==> src/rtl/assert_macros.svh <==
// Assertion helpers shared by the RTL.
`ifndef ASSERT_MACROS_SVH
`define ASSERT_MACROS_SVH

// Same-cycle implication, held off while reset is low.
`define ASSERT_IMP(lbl, ante, cons, msg) \
    lbl: assert property (@(posedge i_clk) disable iff (!i_rst_n) (ante) |-> (cons)) \
        else $error(msg);

// Next-cycle implication, held off while reset is low.
`define ASSERT_NXT(lbl, ante, cons, msg) \
    lbl: assert property (@(posedge i_clk) disable iff (!i_rst_n) (ante) |=> (cons)) \
        else $error(msg);

`endif

==> src/rtl/sidtoa_pkg.sv <==
package sidtoa_pkg;

    localparam int BIN_W      = 32;
    localparam int DIGIT_W    = 4;
    localparam int NUM_DIGITS = 10;
    localparam int BCD_W      = NUM_DIGITS * DIGIT_W;
    localparam int CHAR_W     = 8;

    localparam logic [CHAR_W-1:0]  CHAR_ZERO  = 8'h30;
    localparam logic [CHAR_W-1:0]  CHAR_MINUS = 8'h2D;
    localparam logic [DIGIT_W-1:0] DIGIT_MAX  = 4'd9;
    localparam logic [DIGIT_W-1:0] DIGIT_ADJ  = 4'd3;
    localparam logic [DIGIT_W-1:0] DIGIT_HALF = 4'd5;

    typedef enum logic [2:0] {
        S_IDLE,
        S_CONV,
        S_SIGN,
        S_SKIP,
        S_EMIT
    } t_state;

endpackage

==> src/rtl/sidtoa_dabble.sv <==
// One shift-and-add-3 step: every BCD digit of 5 or more gets 3 added,
// then the BCD and binary words shift left together by one bit.
module sidtoa_dabble
    import sidtoa_pkg::*;
(
    input  logic [BCD_W-1:0] i_bcd,
    input  logic [BIN_W-1:0] i_bin,
    output logic [BCD_W-1:0] o_bcd,
    output logic [BIN_W-1:0] o_bin
);

    logic [BCD_W-1:0] adj;

    always_comb begin
        for (int k = 0; k < NUM_DIGITS; k++) begin
            if (i_bcd[k*DIGIT_W +: DIGIT_W] >= DIGIT_HALF) begin
                adj[k*DIGIT_W +: DIGIT_W] = i_bcd[k*DIGIT_W +: DIGIT_W] + DIGIT_ADJ;
            end else begin
                adj[k*DIGIT_W +: DIGIT_W] = i_bcd[k*DIGIT_W +: DIGIT_W];
            end
        end
    end

    assign o_bcd = {adj[BCD_W-2:0], i_bin[BIN_W-1]};
    assign o_bin = {i_bin[BIN_W-2:0], 1'b0};

endmodule

==> src/rtl/signed_int_to_decimal_ascii.sv <==
// Flow: accept, double-dabble conversion, a leading minus if negative, zero skip, then digits.
// One value at a time: o_ready is high only in idle, so a new value waits until the last digit
//   is in the output register. Steps: accept, 32 double-dabble steps on the single shared
//   add-3/shift unit, the sign for negative values, skip of leading zeros, then the digits.
// Reset: i_rst_n synchronous, active low; returns to idle, output empty.
module signed_int_to_decimal_ascii
    import sidtoa_pkg::*;
(
    input  logic                  i_clk,
    input  logic                  i_rst_n,
    input  logic                  i_valid,
    output logic                  o_ready,
    input  logic signed [BIN_W-1:0] i_value,
    output logic                  o_valid,
    input  logic                  i_ready,
    output logic [CHAR_W-1:0]     o_character,
    output logic                  o_last
);

`include "assert_macros.svh"

    localparam int STEP_W = $clog2(BIN_W);
    localparam int DCNT_W = $clog2(NUM_DIGITS + 1);
    localparam logic [STEP_W-1:0] STEP_LAST = STEP_W'(BIN_W - 1);
    localparam logic [DCNT_W-1:0] DCNT_FULL = DCNT_W'(NUM_DIGITS);
    localparam logic [DCNT_W-1:0] DCNT_ONE  = DCNT_W'(1);

    t_state r_state, n_state;

    logic                r_neg, n_neg;
    logic [BIN_W-1:0]    r_bin, n_bin;
    logic [BCD_W-1:0]    r_bcd, n_bcd;
    logic [STEP_W-1:0]   r_step, n_step;
    logic [DCNT_W-1:0]   r_dcnt, n_dcnt;
    logic                r_ovalid, n_ovalid;
    logic [CHAR_W-1:0]   r_char, n_char;
    logic                r_last, n_last;

    logic [BCD_W-1:0]    step_bcd;
    logic [BIN_W-1:0]    step_bin;
    logic [DIGIT_W-1:0]  top_digit;
    logic                take_in;
    logic                out_free;   // output register can take a new beat

    // Shared conversion unit
    sidtoa_dabble u_dabble (
        .i_bcd (r_bcd),
        .i_bin (r_bin),
        .o_bcd (step_bcd),
        .o_bin (step_bin)
    );

    assign top_digit = r_bcd[BCD_W-1 -: DIGIT_W];
    assign take_in   = i_valid && o_ready;
    assign out_free  = !r_ovalid || i_ready;

    // Next state
    always_comb begin
        n_state = r_state;
        case (r_state)
            S_IDLE: begin
                if (i_valid) n_state = S_CONV;
            end
            S_CONV: begin
                if (r_step == STEP_LAST) n_state = r_neg ? S_SIGN : S_SKIP;
            end
            S_SIGN: begin
                if (out_free) n_state = S_SKIP;
            end
            S_SKIP: begin
                // stop at the first non-zero digit, or the units digit
                if (top_digit != '0 || r_dcnt == DCNT_ONE) n_state = S_EMIT;
            end
            S_EMIT: begin
                if (out_free && r_dcnt == DCNT_ONE) n_state = S_IDLE;
            end
            default: n_state = S_IDLE;
        endcase
    end

    // Datapath and output register
    always_comb begin
        o_ready  = (r_state == S_IDLE);
        n_neg    = r_neg;
        n_bin    = r_bin;
        n_bcd    = r_bcd;
        n_step   = r_step;
        n_dcnt   = r_dcnt;
        n_ovalid = r_ovalid && !i_ready;
        n_char   = r_char;
        n_last   = r_last;
        case (r_state)
            S_IDLE: begin
                if (take_in) begin
                    n_neg  = i_value[BIN_W-1];
                    // magnitude as unsigned: the most negative value works too
                    n_bin  = i_value[BIN_W-1] ? (BIN_W'(0) - BIN_W'(i_value))
                                              : BIN_W'(i_value);
                    n_bcd  = '0;
                    n_step = '0;
                    n_dcnt = DCNT_FULL;
                end
            end
            S_CONV: begin
                n_bcd  = step_bcd;
                n_bin  = step_bin;
                n_step = r_step + STEP_W'(1);
            end
            S_SIGN: begin
                if (out_free) begin
                    n_ovalid = 1'b1;
                    n_char   = CHAR_MINUS;
                    n_last   = 1'b0;
                end
            end
            S_SKIP: begin
                if (top_digit == '0 && r_dcnt != DCNT_ONE) begin
                    n_bcd  = {r_bcd[BCD_W-DIGIT_W-1:0], {DIGIT_W{1'b0}}};
                    n_dcnt = r_dcnt - DCNT_ONE;
                end
            end
            S_EMIT: begin
                if (out_free) begin
                    n_ovalid = 1'b1;
                    n_char   = CHAR_ZERO + CHAR_W'(top_digit);
                    n_last   = (r_dcnt == DCNT_ONE);
                    n_bcd    = {r_bcd[BCD_W-DIGIT_W-1:0], {DIGIT_W{1'b0}}};
                    n_dcnt   = r_dcnt - DCNT_ONE;
                end
            end
            default: ;
        endcase
    end

    always_ff @(posedge i_clk) begin
        if (!i_rst_n) begin
            r_state  <= S_IDLE;
            r_ovalid <= 1'b0;
            r_step   <= '0;
            r_dcnt   <= '0;
        end else begin
            r_state  <= n_state;
            r_ovalid <= n_ovalid;
            r_step   <= n_step;
            r_dcnt   <= n_dcnt;
        end
    end

    always_ff @(posedge i_clk) begin
        r_neg  <= n_neg;
        r_bin  <= n_bin;
        r_bcd  <= n_bcd;
        r_char <= n_char;
        r_last <= n_last;
    end

    assign o_valid     = r_ovalid;
    assign o_character = r_char;
    assign o_last      = r_last;

    // A fresh beat starts conversion from a clean step count
    `ASSERT_NXT(a_start_conv, take_in, r_state == S_CONV && r_step == '0,
                "conversion did not start after input beat")
    // Every emitted digit is a proper decimal digit
    `ASSERT_IMP(a_digit_range, r_state == S_EMIT, top_digit <= DIGIT_MAX,
                "BCD digit out of range")
    // Output carries only minus or a digit
    `ASSERT_IMP(a_char_set, o_valid,
                o_character == CHAR_MINUS ||
                (o_character >= CHAR_ZERO && o_character <= CHAR_ZERO + CHAR_W'(DIGIT_MAX)),
                "illegal output character")
    // The sign never closes a number
    `ASSERT_IMP(a_sign_not_last, o_valid && o_character == CHAR_MINUS, !o_last,
                "minus sign flagged last")

endmodule
==> config.mk <==
export PLATFORM = sky130hd
export DESIGN_NAME = signed_int_to_decimal_ascii
export DESIGN_NICKNAME = d
export VERILOG_FILES = /design/src/rtl/sidtoa_pkg.sv /design/src/rtl/sidtoa_dabble.sv /design/src/rtl/signed_int_to_decimal_ascii.sv
export VERILOG_INCLUDE_DIRS = /design/src /design/src/rtl
export SDC_FILE = /design/constraint.sdc
export NUM_CORES = 1
export LEC_CHECK = 0
export BUFFER_PORTS_ARGS = -buffer_cell sky130_fd_sc_hd__buf_2
export CORE_MARGIN = 3
export CORE_UTILIZATION = 55
export CTS_CLUSTER_SIZE = 12
export DETAILED_ROUTE_END_ITERATION = 10
export GPL_ROUTABILITY_DRIVEN = 0
export PLACE_DENSITY_LB_ADDON = 0.15
export SETUP_SLACK_MARGIN = 0.2
export SYNTH_ARGS = -nofsm -noshare
export SYNTH_HDL_FRONTEND = slang
export SYNTH_SLANG_ARGS = --single-unit
==> constraint.sdc <==
create_clock -name i_clk -period 9.6 [get_ports i_clk]
set_clock_uncertainty 0.15 [all_clocks]
set_input_delay 0.96 -clock i_clk [delete_from_list [all_inputs] [get_ports i_clk]]
set_output_delay 0.96 -clock i_clk [all_outputs]
set_load 0.02 [all_outputs]
# --- Word-level counts from Yosys, hierarchy flattened ---
# Cells that the tools add are included.
totals:
  inputBits: 36
  regBits: 95
classes:
  muxes: 38
  addsub: 14
  reduce_logical: 22
  eq_ne: 15
  n_lt_le_gt_ge: 10
ops:
  columns: ["cell", "count"]
  rows:
  - ["one-hot mux 40 bit (4 select lines)", 1]
  - ["two-way mux 40 bit", 3]
  - ["two-way mux 32 bit", 2]
  - ["one-hot mux 32 bit (2 select lines)", 1]
  - ["two-way mux 4 bit", 12]
  - ["greater-or-equal comparator 4 x 3 -> 1 bit, second input constant", 10]
  - ["adder 4 x 2 -> 4 bit, second input constant", 9]
  - ["subtractor 1 x 32 -> 32 bit, first input constant", 1]
  - ["two-way mux 3 bit", 6]
  - ["two-way mux 8 bit", 2]
  - ["one-hot mux 8 bit (2 select lines)", 1]
  - ["one-hot mux 3 bit (5 select lines)", 1]
  - ["inequality test 2 bit, second input constant", 7]
  - ["one-hot mux 4 bit (3 select lines)", 1]
  - ["one-hot mux 5 bit (2 select lines)", 1]
  - ["AND reduction 4 bit", 2]
  - ["nonzero test 4 bit", 2]
  - ["adder 6 x 4 -> 7 bit, first input constant", 1]
  - ["equality test 3 x 2 -> 1 bit, second input constant", 2]
  - ["adder 5 x 1 -> 5 bit, second input constant", 1]
  - ["equality test 5 bit, second input constant", 1]
  - ["two-way mux 1 bit", 5]
  - ["two-way mux 5 bit", 1]
  - ["AND reduction 5 bit", 1]
  - ["18 further kinds", 25]

# --- Depth between registers and ports, before layout ---
# Gate-level depths: netlist of the first run.
depth:
  word_depth: 5
  mapped_depth: 7

# --- Modules after synthesis ---
# A second synthesis of the first run with hierarchy kept.
hier_totals:
  cells_unflattened: 599
  area_unflattened_um2: 5891.9
by_module_without_submodules:
  columns: ["mod", "instances", "seq_area_each_um2", "area_per_inst_um2", "cells_each"]
  rows:
  - ["signed_int_to_decimal_ascii", 1, 2632.5, 4647.0, 409]
  - ["sidtoa_dabble", 1, 0.0, 1244.9, 190]

# --- Worst setup path before layout of the first run ---
# OpenSTA, ideal clock, no wires.
synth_timing:
  path_type: "input-to-reg"
  startpoint: "input i_valid"
  endpoint: "register r_bcd[0] (enable)"
  path_buffers: 0
  required_time_ns: 8.998
  setup_slack_ns: 5.861
  cell_stages: 3
  arrival_time_ns: 3.137
  setup_time_ns: 0.452
  path_cell_list: "nor2_1 > a2bb2oi_1 > o22ai_1"
synth_via:
  elab_chain_len: 3
synth_rtl:
  columns: ["item", "line", "rtl"]
  rows:
  - ["start, declared", "signed_int_to_decimal_ascii.sv:11", "input logic i_valid,"]
  - ["logical AND 1 bit", "signed_int_to_decimal_ascii.sv:54", "assign take_in = i_valid && o_ready;"]
  - ["inequality test 2 x 1 -> 1 bit (no line)", null, null]
  - ["AND reduction 4 bit (no line)", null, null]
  - ["end signal, assigned", "signed_int_to_decimal_ascii.sv:152", "r_bcd <= n_bcd;"]
  - ["end, declared", "signed_int_to_decimal_ascii.sv:32", "logic [BCD_W-1:0] r_bcd, n_bcd;"]
# Every way passes these cells.
# A chain may end at the register's enable or synchronous reset.

# --- Worst setup path in the final report of the first run ---
layout_timing:
  startpoint: "input i_value[0]"
  endpoint: "register r_bin[28] (data pin)"
layout_via:
  elab_chain_len: 4
layout_rtl:
  columns: ["item", "line", "rtl"]
  rows:
  - ["start, declared", "signed_int_to_decimal_ascii.sv:13", "input logic signed [BIN_W-1:0] i_value,"]
  - ["subtractor 1 x 32 -> 32 bit", "signed_int_to_decimal_ascii.sv:97", "n_bin = i_value[BIN_W-1] ? (BIN_W'(0) - BIN_W'(i_value))"]
  - ["two-way mux 32 bit", "signed_int_to_decimal_ascii.sv:97", null]
  - ["two-way mux 32 bit", "signed_int_to_decimal_ascii.sv:94", "if (take_in) begin"]
  - ["one-hot mux 32 bit (2 select lines)", "signed_int_to_decimal_ascii.sv:92", "case (r_state)"]
  - ["net n_bin[28]", "signed_int_to_decimal_ascii.sv:31", "logic [BIN_W-1:0] r_bin, n_bin;"]
  - ["end signal, assigned", "signed_int_to_decimal_ascii.sv:151", "r_bin <= n_bin;"]
  - ["end, declared", "signed_int_to_decimal_ascii.sv:31", null]
# The timed path passes the listed nets, and every way through them passes these cells. The select of a mux whose other input is x is not followed.

==> metrics.cfg, run 1 <==
[outcome]
status = complete, no violations

[synthesis]
yosys.area_share.simple_pct = 17.6
ys_ff_latch = 92
synth-xor-area-share_pct = 6.92
yosysWarnings = 0
avgSynthCellArea_um2 = 9.59
synthCells = 581
synth-seq-area-share_pct = 47.3
synth_compound_area_share_pct = 17.5
synth_edf_count = 79
synthAdderAreaFrac_pct = 5.84
synth_top_family_by_area = simple AND/OR/NAND/NOR gates
synth_mux_area_share_pct = 0.539
synth_ff_type = edfxtp_1
async_flop_share_pct = 0
yosys.cell_types.count = 52
syn_area_um2 = 5570

[clock_network]
numCtsBuffers = 9
ctsRootBufferMaster = clkbuf_8
hold_buffers = 0
cts_buffer_depth = 2
cts.sinks = 92
cts_resized = 0
tritoncts = done
clkSlewWorstSetupHoldPaths_ns = 0.09
cts_max_level = 3
clock_latency_ns = 0.35
cts_setup_buffers = 0

[placement]
preCtsSetupSlack_ns = 6.51
dp_hpwl_mm = 7.56
place_inst = 738
io_buffer_count = 43

[sta]
setup_viol = 0
max-slew-margin-rel_pct = 47.9
period_share_pct = 28.5
hold_viol = 0
setup_ws_ns = 6.86
rsz0062_at_grt = false
drv_slew = 0
fmax_mhz = 365
worst_hold_slack_ns = 0.309
worst_slew_pin_slew_ns = 0.775
finalSetupTns_ns = 0
timing.final.crit_period_ns = 2.74

[pwr]
power_mw = 1.39
vdd_ir_drop_max_mv = 0.107
cellLeakagePower_nw = 2.32
powerDensity_nw_per_um2 = 227

[route]
vias = 4288
first_pass_iters = 5
ant_nets = 0
drc = 0
viasPerCell = 5.69
wire_per_inst_um = 14.5
drtIter0Drc = 210
routed_wl_mm = 10.9

[floorplan]
io_pins = 47
start_util_pct = 56.7
core_um2 = 9820
die_area_um2 = 11400
die_h_um = 107
die_w_um = 107
row_count = 36

[final_layout]
drive_above_1_share_pct = 11.9
syn_to_final_growth_pct = 10.2
fill_cells = 865
fin_nets = 678
stdcell_count = 754
diodes = 0

[worst_hold_path]
hold_class = flip-flop to flip-flop

[grt]
grt_overflow = 0
grt_pass1_vias = 4179
antenna_found_initial = 0
grt_max_degree = 60
grt_first_pass_wirelength_mm = 19.0
gr-usage-all-layers_pct = 20.3

[worst_setup_path]
reg2reg_depth = 5
cp-startpoint = i_value[0]
worstSetupPathType = primary input to flip-flop
r2r_start = r_state[0]
ff2ff_setup_slack_ns = 7.00
cp-end-kind = flip-flop
cp_data_arrival_time_ns = 2.67
r2r_end = r_bin[14]
critPathMaxFanout = 7
required_ns = 9.53
cp-start-kind = primary input
endpoint = r_bin[28]

[flow_run]
maxCapViolations = 0

==> layout make-up <==
class	instances	area, um2	share of cell area (%)
clock inverters	4	98.8	1.61
flip-flops and latches	92	2630	42.9
repair buffers	48	253	4.12
inverters	32	120	1.96
multi-input cells	433	2730	44.5
clock buffers	12	135	2.20
well taps	133	166	2.71
==> state kept, by name (all words and copies together) (netlist names) <==
register,flops
r_dcnt,4
r_step,5
o_valid,1
r_bcd,40
r_state,3
r_neg,1
o_character,5
r_bin,32
o_last,1
==> stage by stage <==
| stage | utilization (%) | instance area [um2] |
|---|---|---|
| final | 62.5 | 6140 |
| after global routing | 62.5 | 6140 |
| after CTS | 62.5 | 6140 |
| after detailed placement | 60.1 | 5900 |
| after global placement | 60.1 | 5900 |
| after floorplan | - | 5570 |
==> logic make-up after synthesis <==
kind of cell | Yosys count
AOI/OAI and AO/OA | 165
and+or+nand+nor | 192
other | 2
buffers and inverters | 57
muxes | 3
adders and majority gates | 26
DFF | 92
xor gates and xnor gates | 44
==> critical path: stages <==
cell      delay [ns]
buf_2           0.11
inv_1           0.09
ha_1            0.19
nor4b_2         0.37
nand4b_4        0.19
or4_4           0.59
nand2_1         0.09
o211ai_1        0.08
==> layout by cell type (no fill, tap or decap), drive strengths merged, types with 3 or more instances in the layout <==
cell and count:
a21oi 42, a22o 9, a22oi 4, buf 48
bufinv 3, clkbuf 12, conb 3, dfxtp 13
edfxtp 79, ha 26, inv 31, mux2i 3
nand2 73, nand2b 12, nand3 6, nor2 45
nor2b 4, nor3 8, nor3b 13, nor4 5
nor4b 3, o211ai 3, o21ai 73, o31ai 18
o41ai 6, or3 7, or3b 3, xnor2 14
xor2 30
==> layer usage <==
metal  share of wire (%)  track usage [%]
met5                   0                0
met3                 4.4             2.59
met4                 1.2             7.40
met2                  48             33.8
met1                  46             27.3
==> Yosys cell counts (all sizes together), types with 3 or more instances <==
cell type | instances | share of area [%]
buf | 8 | 0.81
o31ai | 18 | 2.4
or3b | 3 | 0.47
ha | 26 | 5.8
nor2 | 45 | 3.0
a22o | 9 | 1.4
a21oi | 42 | 3.8
or3 | 7 | 0.79
xnor2 | 14 | 2.2
nand2b | 12 | 1.3
clkbuf | 17 | 1.1
o21ai | 73 | 6.6
nor4b | 3 | 0.58
nand3 | 6 | 0.54
xor2 | 30 | 4.7
o41ai | 6 | 0.94
mux2i | 3 | 0.54
nor4 | 5 | 0.83
dfxtp | 13 | 4.7
o211ai | 3 | 0.40
nor3 | 8 | 0.72
a22oi | 4 | 0.54
inv | 31 | 2.1
nand2 | 73 | 4.9
nor3b | 13 | 1.8
edfxtp | 79 | 43
nor2b | 4 | 0.45
==> report_power, final <==
group / internal (mW) / switching [mW]
clock network: 0.174 / 0.131
logic: 0.164 / 0.252
registers: 0.584 / 0.0875
==> worst min path at each step <==
| stage | from | end | cells past startpoint |
|---|---|---|---|
| after CTS | r_step[3] | r_step[3] | 1 |
| after detailed placement | r_step[3] | r_step[3] | 1 |
| after global routing | r_step[3] | r_step[3] | 1 |
| after floorplan | r_step[3] | r_step[3] | 1 |
| final | r_step[3] | r_step[3] | 1 |
| after global placement | r_step[3] | r_step[3] | 1 |
(Power assumes the default switching activity.)
==> inputs of run 2 (changes only) <==
==> constraint.sdc (replaced) <==
create_clock -name i_clk -period 2.6 [get_ports i_clk]
set_clock_uncertainty 0.15 [all_clocks]
set_input_delay 0.26 -clock i_clk [delete_from_list [all_inputs] [get_ports i_clk]]
set_output_delay 0.26 -clock i_clk [all_outputs]
set_load 0.02 [all_outputs]
==> run 2 against run 1 <==
Net effect: design area rose by 1.9%; register-to-register slack got worse by 6.7 ns; non-clock buffer count rose by 5; via count fell by 0.96%; cell count rose by 0.66%; routed wire length fell by 1.6%; combinational power rose to 3.8 times the previous value; critical path depth fell by 1; critical endpoint is now r_bcd[36].
==> metrics.cfg, run 2 (synthesis results as in run 1) <==
[outcome]
status = complete, no violations

[worst_setup_path]
cp_data_arrival_time_ns = 2.26  ; -0.41 ns
cp-start-kind = flip-flop
cp-end-kind = flip-flop
worstSetupPathType = flip-flop to flip-flop
critPathMaxFanout = 40  ; +33
required_ns = 2.55  ; -6.98 ns

[sta]
setup_viol = 0  ; unchanged
period_share_pct = 88.8
max-slew-margin-rel_pct = 64.6  ; +17 points
worst_slew_pin_slew_ns = 0.518  ; -0.257 ns
hold_viol = 0  ; unchanged
fmax_mhz = 433
worst_hold_slack_ns = 0.0373  ; -0.272 ns
timing.final.crit_period_ns = 2.31
rsz0062_at_grt = true
drv_slew = 0  ; unchanged
finalSetupTns_ns = 0  ; unchanged

[pwr]
comb_power_share_pct = 29.9  ; about the same
seqPwrFrac_pct = 46.4  ; -1.8 points
switching_share_pct = 33.0  ; -0.75 points
powerDensity_nw_per_um2 = 851  ; +270%
pwr-share-clk_pct = 23.7  ; +1.8 points
p_switching_mw = 1.76  ; +270%
cellLeakagePower_nw = 2.37  ; +2.2%
vdd_ir_drop_max_mv = 0.378  ; +250%
p_int_mw = 3.56  ; +290%

[final_layout]
reg.largest.list = r_bcd x40, r_bin x32
layout_common_cells = 79 x edfxtp_1, 73 x nand2_1, 73 x o21ai_0
syn_to_final_growth_pct = 12.3
layout_commonest_cell = edfxtp_1
fin_nets = 683  ; +0.74%
diodes = 0  ; unchanged
largest_reg_flops = 40  ; unchanged
max_flop_register = r_bcd
fill_cells = 855  ; -1.2%
drive_above_1_share_pct = 13.3  ; +1.3 points

[route]
routed_wl_mm = 10.8  ; -1.6%
ant_nets = 0  ; unchanged
drc = 0  ; unchanged
first_pass_iters = 5  ; unchanged
vias = 4247  ; -0.96%
drtIter0Drc = 220  ; +4.8%
wire_per_inst_um = 14.2  ; -2.3%
viasPerCell = 5.60  ; -1.6%

[clock_network]
tritoncts = done
clkSlewWorstSetupHoldPaths_ns = 0.09  ; about the same
cts_max_level = 3  ; unchanged
clock_latency_ns = 0.36  ; about the same
cts_buffer_depth = 2  ; unchanged
cts_resized = 0  ; unchanged
cts_setup_buffers = 0  ; unchanged
cts.sinks = 92  ; unchanged
numCtsBuffers = 9  ; unchanged
ctsRootBufferMaster = clkbuf_8
hold_buffers = 0  ; unchanged

[placement]
io_buffer_count = 43  ; unchanged
dp_hpwl_mm = 7.39  ; -2.3%

[grt]
gr-usage-all-layers_pct = 19.6  ; -0.64 points
grt_max_degree = 53  ; -12%
antenna_found_initial = 0  ; unchanged
grt_first_pass_wirelength_mm = 18.4  ; -3.3%
grt_overflow = 0  ; unchanged
grt_pass1_vias = 4056  ; -2.9%

[floorplan]
die_area_um2 = 11400  ; unchanged
row_count = 36  ; unchanged
core_um2 = 9820  ; unchanged
die_w_um = 107  ; unchanged
start_util_pct = 56.7  ; unchanged
io_pins = 47  ; unchanged
die_h_um = 107  ; unchanged

[flow_run]
maxCapViolations = 0  ; unchanged

[worst_hold_path]
hold_class = primary input to flip-flop

-- run 2: area by class of cell --
class | instances | area, um2 | area share [%]
clock buffer | 12 | 145 | 2.32
clock inverter | 4 | 120 | 1.92
inverter | 32 | 124 | 1.98
multi-input combinational | 433 | 2740 | 43.8
sequential | 92 | 2630 | 42.1
tap | 133 | 166 | 2.66
timing repair buffer | 53 | 328 | 5.24
-- run 2: power by group through the flow --
stage / clock network (mW) / registers [mW] / logic, mW
detailed placement: 0 / 2.50 / 1.59
global placement: 0 / 2.47 / 1.52
floorplan: 0 / 2.40 / 1.22
CTS: 1.28 / 2.47 / 1.61
global route: 1.35 / 2.53 / 1.85
finish: 1.26 / 2.47 / 1.59
-- run 2: critical path, stage by stage (launching register included) --
cell and delay, ns:
dfxtp_1 0.32, inv_1 0.09, ha_1 0.14, or3b_2 0.49, and3_1 0.25, a2bb2oi_1 0.27, o22ai_4 0.12, buf_12 0.21
-- run 2: final timing paths --
kind,start,to,slack [ns],cells after the start
setup / recovery,r_dcnt[1],r_bcd[36],0.29,7
hold / removal,i_rst_n,r_dcnt[2],0.04,3
setup reg to reg,r_dcnt[1],r_bcd[36],0.29,7
hold reg to reg,r_step[3],r_step[3],0.31,1
-- run 2: per-stage QoR --
stage / total power [mW] / util, % / instance area (um2) / setup slack (ns) / std cells
floorplan: 3.62 / - / 5590 / 0.267 / 582
global placement: 4.00 / 60.9 / 5980 / 0.249 / 743
detailed placement: 4.09 / 60.9 / 5980 / 0.196 / 743
CTS: 5.36 / 63.6 / 6250 / 0.319 / 759
global route: 5.73 / 63.7 / 6250 / 0.197 / 759
finish: 5.32 / 63.7 / 6250 / 0.290 / 759
-- run 2: per-layer routing --
metal,share of wire (%),routed length [um],GRT usage (%),vias up
met2,48,5130,33.0,88
met4,0.86,92,4.47,0
met1,48,5110,26.5,1988
met5,0,0,0,-
li1,-,-,-,2163
met3,3.9,420,3.79,8
==> inputs of run 3 (changes only) <==
--- a/config.mk
+++ b/config.mk
@@ -13,6 +13,7 @@
 export DETAILED_ROUTE_END_ITERATION = 10
 export GPL_ROUTABILITY_DRIVEN = 0
 export PLACE_DENSITY_LB_ADDON = 0.15
+export REMOVE_ABC_BUFFERS = 1
 export SETUP_SLACK_MARGIN = 0.2
 export SYNTH_ARGS = -nofsm -noshare
 export SYNTH_HDL_FRONTEND = slang
==> run 3 against run 2 <==
Net effect: cell count is the same; combinational power is essentially flat; design area shrank 1.3%; non-clock buffer count is the same; clock-buffer cell count shrank 2; utilization shrank 0.85 points; via count grew 2.5%; die area is the same; setup slack gained 0.025 ns; critical path depth is the same.
==> metrics.cfg, run 3 (synthesis results as in run 1) <==
[outcome]
status = complete, no violations

[grt]
antenna_found_initial = 0  ; unchanged
grt_overflow = 0  ; unchanged
grt_max_degree = 53  ; unchanged
grt_pass1_vias = 4208  ; +3.7%
gr-usage-all-layers_pct = 20.3  ; +0.66 points
grt_first_pass_wirelength_mm = 18.8  ; +2.3%

[worst_setup_path]
cpMaxStageDelayCell = or3b_2
crit_buf_inv = 2  ; unchanged
required_ns = 2.56  ; about the same
cp_top_family = simple AND/OR/NAND/NOR gates
critPathMaxFanout = 40  ; unchanged
cp-end-kind = flip-flop
max_stage_delay_ns = 0.48  ; about the same
crit_path_cell_trace = inv_1 -> ha_1 -> or3b_2 -> and3_1 -> a2bb2oi_1 -> o22ai_4 -> buf_12
cp-start-kind = flip-flop
worstSetupPathType = flip-flop to flip-flop
cp_data_arrival_time_ns = 2.24  ; -0.02 ns

[floorplan]
die_h_um = 107  ; unchanged
die_area_um2 = 11400  ; unchanged
io_pins = 47  ; unchanged
start_util_pct = 56.7  ; unchanged
row_count = 36  ; unchanged
core_um2 = 9820  ; unchanged
die_w_um = 107  ; unchanged

[clock_network]
cts.sinks = 92  ; unchanged
hold_buffers = 0  ; unchanged
tritoncts = done
ctsRootBufferMaster = clkbuf_8
cts_max_level = 3  ; unchanged
cts_setup_buffers = 0  ; unchanged
clock_latency_ns = 0.37  ; about the same
cts_resized = 0  ; unchanged
cts_buffer_depth = 2  ; unchanged
numCtsBuffers = 9  ; unchanged
clkSlewWorstSetupHoldPaths_ns = 0.09  ; about the same

[pwr]
comb_power_share_pct = 30.8  ; +0.9 points
seqPwrFrac_pct = 48.3  ; +1.9 points
cellLeakagePower_nw = 2.34  ; -1.4%
p_switching_mw = 1.78  ; +1.4%
p_int_mw = 3.33  ; -6.6%
power_mw = 5.11  ; -4.0%
vdd_ir_drop_max_mv = 0.357  ; -5.6%
powerDensity_nw_per_um2 = 828  ; -2.7%
pwr-share-clk_pct = 20.8  ; -2.9 points
switching_share_pct = 34.9  ; +1.8 points

[sta]
period_share_pct = 87.9  ; -0.97 points
worst_slew_pin_slew_ns = 0.757  ; +0.239 ns
hold_viol = 0  ; unchanged
finalSetupTns_ns = 0  ; unchanged
rsz0062_at_grt = false
fmax_mhz = 438  ; +1.1%
setup_viol = 0  ; unchanged
drv_slew = 0  ; unchanged
timing.final.crit_period_ns = 2.28  ; -0.0251 ns
max-slew-margin-rel_pct = 49.1  ; -15 points
worst_hold_slack_ns = 0.0435  ; +0.00619 ns

[final_layout]
syn_to_final_growth_pct = 10.8
diodes = 0  ; unchanged
max_flop_register = r_bcd
stdcell_count = 759  ; unchanged
drive_above_1_share_pct = 12.9  ; -0.32 points
largest_reg_flops = 40  ; unchanged
fin_nets = 683  ; unchanged
regArea_um2 = 2630  ; unchanged
reg.largest.list = r_bcd x40, r_bin x32
fill_cells = 886  ; +3.6%
layout_common_cells = 79 x edfxtp_1, 73 x nand2_1, 73 x o21ai_0
layout_commonest_cell = edfxtp_1
multi_input_area_um2 = 2730  ; -0.23%

[placement]
place_inst = 743  ; unchanged
io_buffer_count = 43  ; unchanged
dp_hpwl_mm = 7.48  ; +1.3%

[route]
drtIter0Drc = 196  ; -11%
viasPerCell = 5.74  ; +2.5%
first_pass_iters = 5  ; unchanged
ant_nets = 0  ; unchanged
wire_per_inst_um = 14.3  ; +0.77%
routed_wl_mm = 10.8  ; +0.77%
vias = 4354  ; +2.5%
drc = 0  ; unchanged

[worst_hold_path]
hold_class = primary input to flip-flop

[flow_run]
maxCapViolations = 0  ; unchanged

==> run 3: area by class of cell <==
| type | instances | share of cell area, % |
|---|---|---|
| clock buffer | 10 | 2.07 |
| sequential | 92 | 42.7 |
| inverter | 32 | 1.95 |
| tap | 133 | 2.70 |
| multi-input combinational | 433 | 44.3 |
| timing repair buffer | 53 | 4.91 |
| clock inverter | 6 | 1.44 |
==> run 3: worst min-delay path, stage by stage <==
cell     delay, ns
buf_2         0.13
nand2_1       0.09
nor2_1        0.05
==> run 3: path summary, 6_finish.rpt <==
path | slack (ns) | from | depth (start not counted) | end
worst max-delay path | 0.32 | r_dcnt[1] | 7 | r_bcd[17]
worst min-delay path | 0.04 | i_rst_n | 3 | r_dcnt[0]
worst max register to register | 0.32 | r_dcnt[1] | 7 | r_bcd[17]
worst min register to register | 0.31 | r_step[3] | 1 | r_step[3]
==> run 3: per-stage QoR <==
step,worst slack [ns],area [um2],utilization (%)
2_1_floorplan,-1.03,5460,-
3_3_place_gp,0.256,5950,60.6
3_5_place_dp,0.163,5950,60.6
4_1_cts,0.313,6170,62.8
5_1_grt,0.203,6170,62.8
6_report,0.315,6170,62.8
==> run 3: power by group through the flow <==
stage | logic, mW | registers, mW | clock network [mW]
floorplan | 1.17 | 2.42 | 0
global placement | 1.52 | 2.47 | 0
detailed placement | 1.58 | 2.49 | 0
CTS | 1.59 | 2.46 | 1.09
global route | 1.82 | 2.53 | 1.15
finish | 1.57 | 2.47 | 1.07
==> run 3: metal layers <==
layer,part of all wire [%],track usage [%],up-vias
li1,-,-,2171
met1,47,27.3,2056
met2,47,33.5,113
met3,4.7,3.37,14
met4,1.6,7.03,0
met5,0,0,-
